<file path="config.mk">
export PLATFORM = sky130hd
export DESIGN_NAME = hst_ctrl
export DESIGN_NICKNAME = d
export VERILOG_FILES = /design/src/sv/hst_pkg.sv /design/src/sv/hst_ctrl.sv
export SDC_FILE = /design/constraint.sdc
export NUM_CORES = 1
export LEC_CHECK = 0
export ABC_CLOCK_PERIOD_IN_PS = 1200
export BUFFER_PORTS_ARGS = -buffer_cell sky130_fd_sc_hd__buf_4
export CORE_AREA = 2 2 39 41
export CTS_CLUSTER_DIAMETER = 30
export DETAILED_ROUTE_END_ITERATION = 10
export DIE_AREA = 0 0 41 43
export PLACE_DENSITY = 0.7
export SLEW_MARGIN = 20
export SYNTH_ARGS = -nofsm -noshare
export SYNTH_HDL_FRONTEND = slang
export SYNTH_SLANG_ARGS = --single-unit
</file>
<file path="constraint.sdc">
create_clock -name clock -period 1.2 [get_ports clock]
set_input_delay 0.12 -clock clock [delete_from_list [all_inputs] [get_ports clock]]
set_output_delay 0.12 -clock clock [all_outputs]
set_load 0.01 [all_outputs]
</file>
<file path="src/sv/hst_pkg.sv">
// Shared types, constants and the arctangent table of the sprite transform core.
`default_nettype none
package hst_pkg;
   localparam int NodeCountDefault = 256;
   localparam int CoordBitsDefault = 16;
   localparam int CordicSteps = 16;
   localparam logic [15:0] CordicK = 16'd39797;
   localparam logic [23:0] ScaleMax = 24'hFFFFFF;

   // command from controller to datapath
   typedef struct packed {
      logic load;      // latch request and start table read
      logic compose;   // form scales and angle
      logic offset;    // form unrotated offsets from composed scales
      logic rot_init;  // apply quarter turns and gain
      logic rot_step;  // one CORDIC iteration
      logic finish;    // form origin and outputs
      logic commit;    // write table and load result register
   } cmd_type;

   typedef struct packed {
      logic last_step;
   } stat_type;

   function automatic logic [31:0] atan_entry(input logic [3:0] i);
      logic [31:0] r;
      begin
         case (i)
            4'd0: r = 32'd536870912;
            4'd1: r = 32'd316933406;
            4'd2: r = 32'd167458907;
            4'd3: r = 32'd85004756;
            4'd4: r = 32'd42667331;
            4'd5: r = 32'd21354465;
            4'd6: r = 32'd10679838;
            4'd7: r = 32'd5340245;
            4'd8: r = 32'd2670163;
            4'd9: r = 32'd1335087;
            4'd10: r = 32'd667544;
            4'd11: r = 32'd333772;
            4'd12: r = 32'd166886;
            4'd13: r = 32'd83443;
            4'd14: r = 32'd41722;
            default: r = 32'd20861;
         endcase
         return r;
      end
   endfunction
endpackage
`default_nettype wire

</file>
<file path="src/sv/hst_ctrl.sv">
// Sequencer of the sprite transform core: steps one request through the datapath.
`default_nettype none
module hst_ctrl (
   input  wire logic             clock,
   input  wire logic             reset,
   input  wire logic             req_tvalid,
   output logic                  req_tready,
   output logic                  rsp_tvalid,
   input  wire logic             rsp_tready,
   output hst_pkg::cmd_type      cmd,
   input  wire hst_pkg::stat_type stat
);
   import hst_pkg::*;

   typedef enum logic [7:0] {
      S_IDLE    = 8'b00000001,
      S_READ    = 8'b00000010,
      S_COMPOSE = 8'b00000100,
      S_OFFSET  = 8'b00001000,
      S_INIT    = 8'b00010000,
      S_STEP    = 8'b00100000,
      S_FINISH  = 8'b01000000,
      S_COMMIT  = 8'b10000000
   } state_type;

   state_type state_ff, state_in;
   logic      valid_ff, valid_in;

   assign req_tready = (state_ff == S_IDLE);
   assign rsp_tvalid = valid_ff;

   always_comb begin
      state_in = state_ff;
      cmd = '0;
      valid_in = valid_ff && !rsp_tready;
      unique case (state_ff)
         S_IDLE: begin
            if (req_tvalid) begin
               cmd.load = 1'b1;
               state_in = S_READ;
            end
         end
         S_READ: state_in = S_COMPOSE;
         S_COMPOSE: begin
            cmd.compose = 1'b1;
            state_in = S_OFFSET;
         end
         S_OFFSET: begin
            cmd.offset = 1'b1;
            state_in = S_INIT;
         end
         S_INIT: begin
            cmd.rot_init = 1'b1;
            state_in = S_STEP;
         end
         S_STEP: begin
            cmd.rot_step = 1'b1;
            if (stat.last_step) state_in = S_FINISH;
         end
         S_FINISH: begin
            cmd.finish = 1'b1;
            state_in = S_COMMIT;
         end
         S_COMMIT: begin
            // hold until the previous result is taken
            if (!valid_ff || rsp_tready) begin
               cmd.commit = 1'b1;
               valid_in = 1'b1;
               state_in = S_IDLE;
            end
         end
         default: state_in = S_IDLE;
      endcase
   end

   always_ff @(posedge clock) begin
      if (reset) begin
         state_ff <= S_IDLE;
         valid_ff <= 1'b0;
      end else begin
         state_ff <= state_in;
         valid_ff <= valid_in;
      end
   end
endmodule
`default_nettype wire

</file>
==> run summary <==
run status - finished with violations
Final Worst Setup Slack - -0.346 ns
type of the worst setup path - reg2out
routability congestion estimate - 0.692
core area - 0.00138 sq mm
largest net degree at the start of global routing - 8
Compound-Gate Fraction of Synth Area - 7.35%
final instance area - 848 sq um
Inserted Clock Buffers - 3
Synth Area in XOR/XNOR - 4.98%
Achievable Freq - 647 MHz
Max Cap Viol - 0
critical-path cell list - nor4_4 > buf_4 > and3_4 > and2_4 > buf_6
setup TNS - -3.19 ns
Antenna diodes - 0
WL/cell - 13.3 um
Clock Path Buffers - 2
sequential share of the synthesized area - 34.1%
Post-Syn Nets - 60
HP Class - in2reg
first-pass GRT wire length - 2.09 mm
gr usage total - 17.7%
Finished Core Util - 61.3%
share of layout cells above drive strength 1 - 64.0%
Worst VDD drop - 520 uV
clk sinks - 9
drt drc - 0
die width - 41 um
Synth Area in Adders - 0%
RSZ-0062 raised after global routing - true
Power Density - 900 mW/mm^2
Post-Syn Area - 528 sq um
most common cell after layout, fill and taps aside - buf_4
synth-to-layout area growth - 60.7%
synth warn - 0
total congestion overflow - 0
DP Area - 701 sq um
failing checks - setup timing
most frequent cells in the layout - buf_4, buf_6, nor2_1
buffers added on ports - 13
Detail Route Antenna Nets - 0
initial core utilization - 38.2%
Slew headroom - 82.0%
area of the multi-input gates - 358 sq um
die area - 0.00176 sq mm
Cells after Synth - 55
Clock Latency Late Sink - 0.26 ns
initial antenna violation count - 0
Lkg Pwr - 0.381 nW
initial DRC count - 6
critical path arrival - 1.43 ns
die height - 43 um
Root Buffer - clkbuf_4
Worst setup SP type - flop
Avg Inst Size Synth - 9.60 sq um
DRT Pass-1 Iters - 3
Vias - 521
PnR Total Power - 0.764 mW
vias in the first global route - 498
Slew @ Worst Pin - 0.270 ns
via-per-instance ratio - 5.11
Reg area - 189 sq um
Post-Place Worst Slack - -0.131 ns
Post-Synth Simple-Gate Area - 48.6%
Tcrit/Tclk final - 129%
Site Rows - 14
fin crit period - 1.55 ns
largest family of logic cells by synthesized area - simple AND/OR/NAND/NOR gates
Setup Skew - 0.00922 ns
final WL - 1.36 mm
Crit Path Max Fanout - 6
clock tree from TritonCTS - done
flops & latches, synth - 9
io pins - 14
Post-CTS Hold Buffers - 0
multiplexer area fraction after synthesis - 0%
CTS clk-pin slew, worst paths - 0.06 ns
dpl hpwl - 853 um
nets@finish - 92
max-slew violation count - 0
final hold viol count - 0
H-tree Lvls - 1
Critical-path top delay cell - dfxtp_2
crit end category - primary output
fill cell count - 128
post-synth cell types - 26
CP required - 1.08 ns
Final setup viols - 15
max incr delay on CP - 0.33 ns
==> metrics by stage <==
stage	hold WS, ns	cells
2_1_floorplan	0.183	55
3_3_place_gp	0.331	90
3_5_place_dp	0.330	90
4_1_cts	0.0628	99
5_1_grt	0.0661	102
6_report	0.0746	102
==> where the power goes <==
group / switching [mW] / total (mW) / leakage [nW] / internal [mW]
registers: 0.0112 / 0.318 / 0.0757 / 0.307
logic: 0.0855 / 0.215 / 0.290 / 0.129
clock network: 0.103 / 0.231 / 0.0150 / 0.128
total: 0.200 / 0.764 / 0.381 / 0.564
==> worst paths after layout <==
check	startpoint	end	slack, ns	depth (start not counted)
hold reg to reg	rsp_tvalid	rsp_tvalid	0.52	2
hold / removal	reset	state_ff[1]	0.07	2
setup reg to reg	state_ff[1]	state_ff[5]	-0.19	6
setup / recovery	state_ff[3]	cmd[6]	-0.35	5
==> metal layers <==
| layer | wire length, um | track usage (%) | vias to the layer above | share of wire (%) |
|---|---|---|---|---|
| met5 | 0 | 0 | - | 0 |
| met1 | 528 | 21.2 | 245 | 39 |
| li1 | - | - | 262 | - |
| met2 | 752 | 27.5 | 12 | 55 |
| met4 | 4 | 10.0 | 0 | 0.29 |
| met3 | 73 | 4.19 | 2 | 5.4 |
==> worst max-delay path, delay by kind of cell (launching register included) <==
| kind | cells | cell delay, ns |
|---|---|---|
| DFF | 1 | 0.33 |
| buffers and inverters | 2 | 0.27 |
| and+or+nand+nor | 3 | 0.57 |
==> Yosys cell counts <==
cell / count / area share [%]
nor4_4: 2 / 8.1
buf_4: 2 / 2.8
nor3b_1: 1 / 1.4
and3_1: 1 / 1.2
xor2_1: 3 / 5.0
nor3b_2: 1 / 2.4
and2_2: 1 / 1.4
nand4_1: 1 / 1.2
a21oi_1: 2 / 1.9
a41o_2: 1 / 2.1
and3_2: 1 / 1.4
nor2_1: 8 / 5.7
and4_2: 1 / 1.9
and3_4: 1 / 2.1
dfxtp_1: 9 / 34
nor2b_1: 3 / 3.6
nand3_1: 3 / 2.8
nand2b_1: 1 / 1.2
nand2_2: 1 / 1.2
nand4b_1: 4 / 6.6
nor4bb_1: 1 / 1.9
nor4b_2: 1 / 2.8
o211ai_1: 1 / 1.4
and2b_2: 1 / 1.7
a41o_1: 1 / 1.9
inv_1: 3 / 2.1
==> state kept, by name, summed over array words and instances (netlist names) <==
register,cells
state_ff,8
rsp_tvalid,1
==> area by class of cell <==
cell class | count | share of cell area, %
tap | 16 | 2.36
multi-input combinational | 41 | 42.2
clock buffer | 4 | 3.10
inverter | 3 | 1.33
sequential | 9 | 22.3
timing repair buffer | 29 | 28.8
==> logic make-up after synthesis <==
family / after synthesis
buffers and inverters: 5
and+or+nand+nor: 33
AOI/OAI and AO/OA: 5
DFF: 9
xor gates and xnor gates: 3
==> timing repair <==
item                                    4_1_cts  5_1_grt
pin swaps                                     5        1
gates resized for setup                      11        7
endpoints found under the setup margin       15       16
endpoints found under the hold margin         0        0
setup buffers                                 5        4
Power figures use the tool's default switching activity.
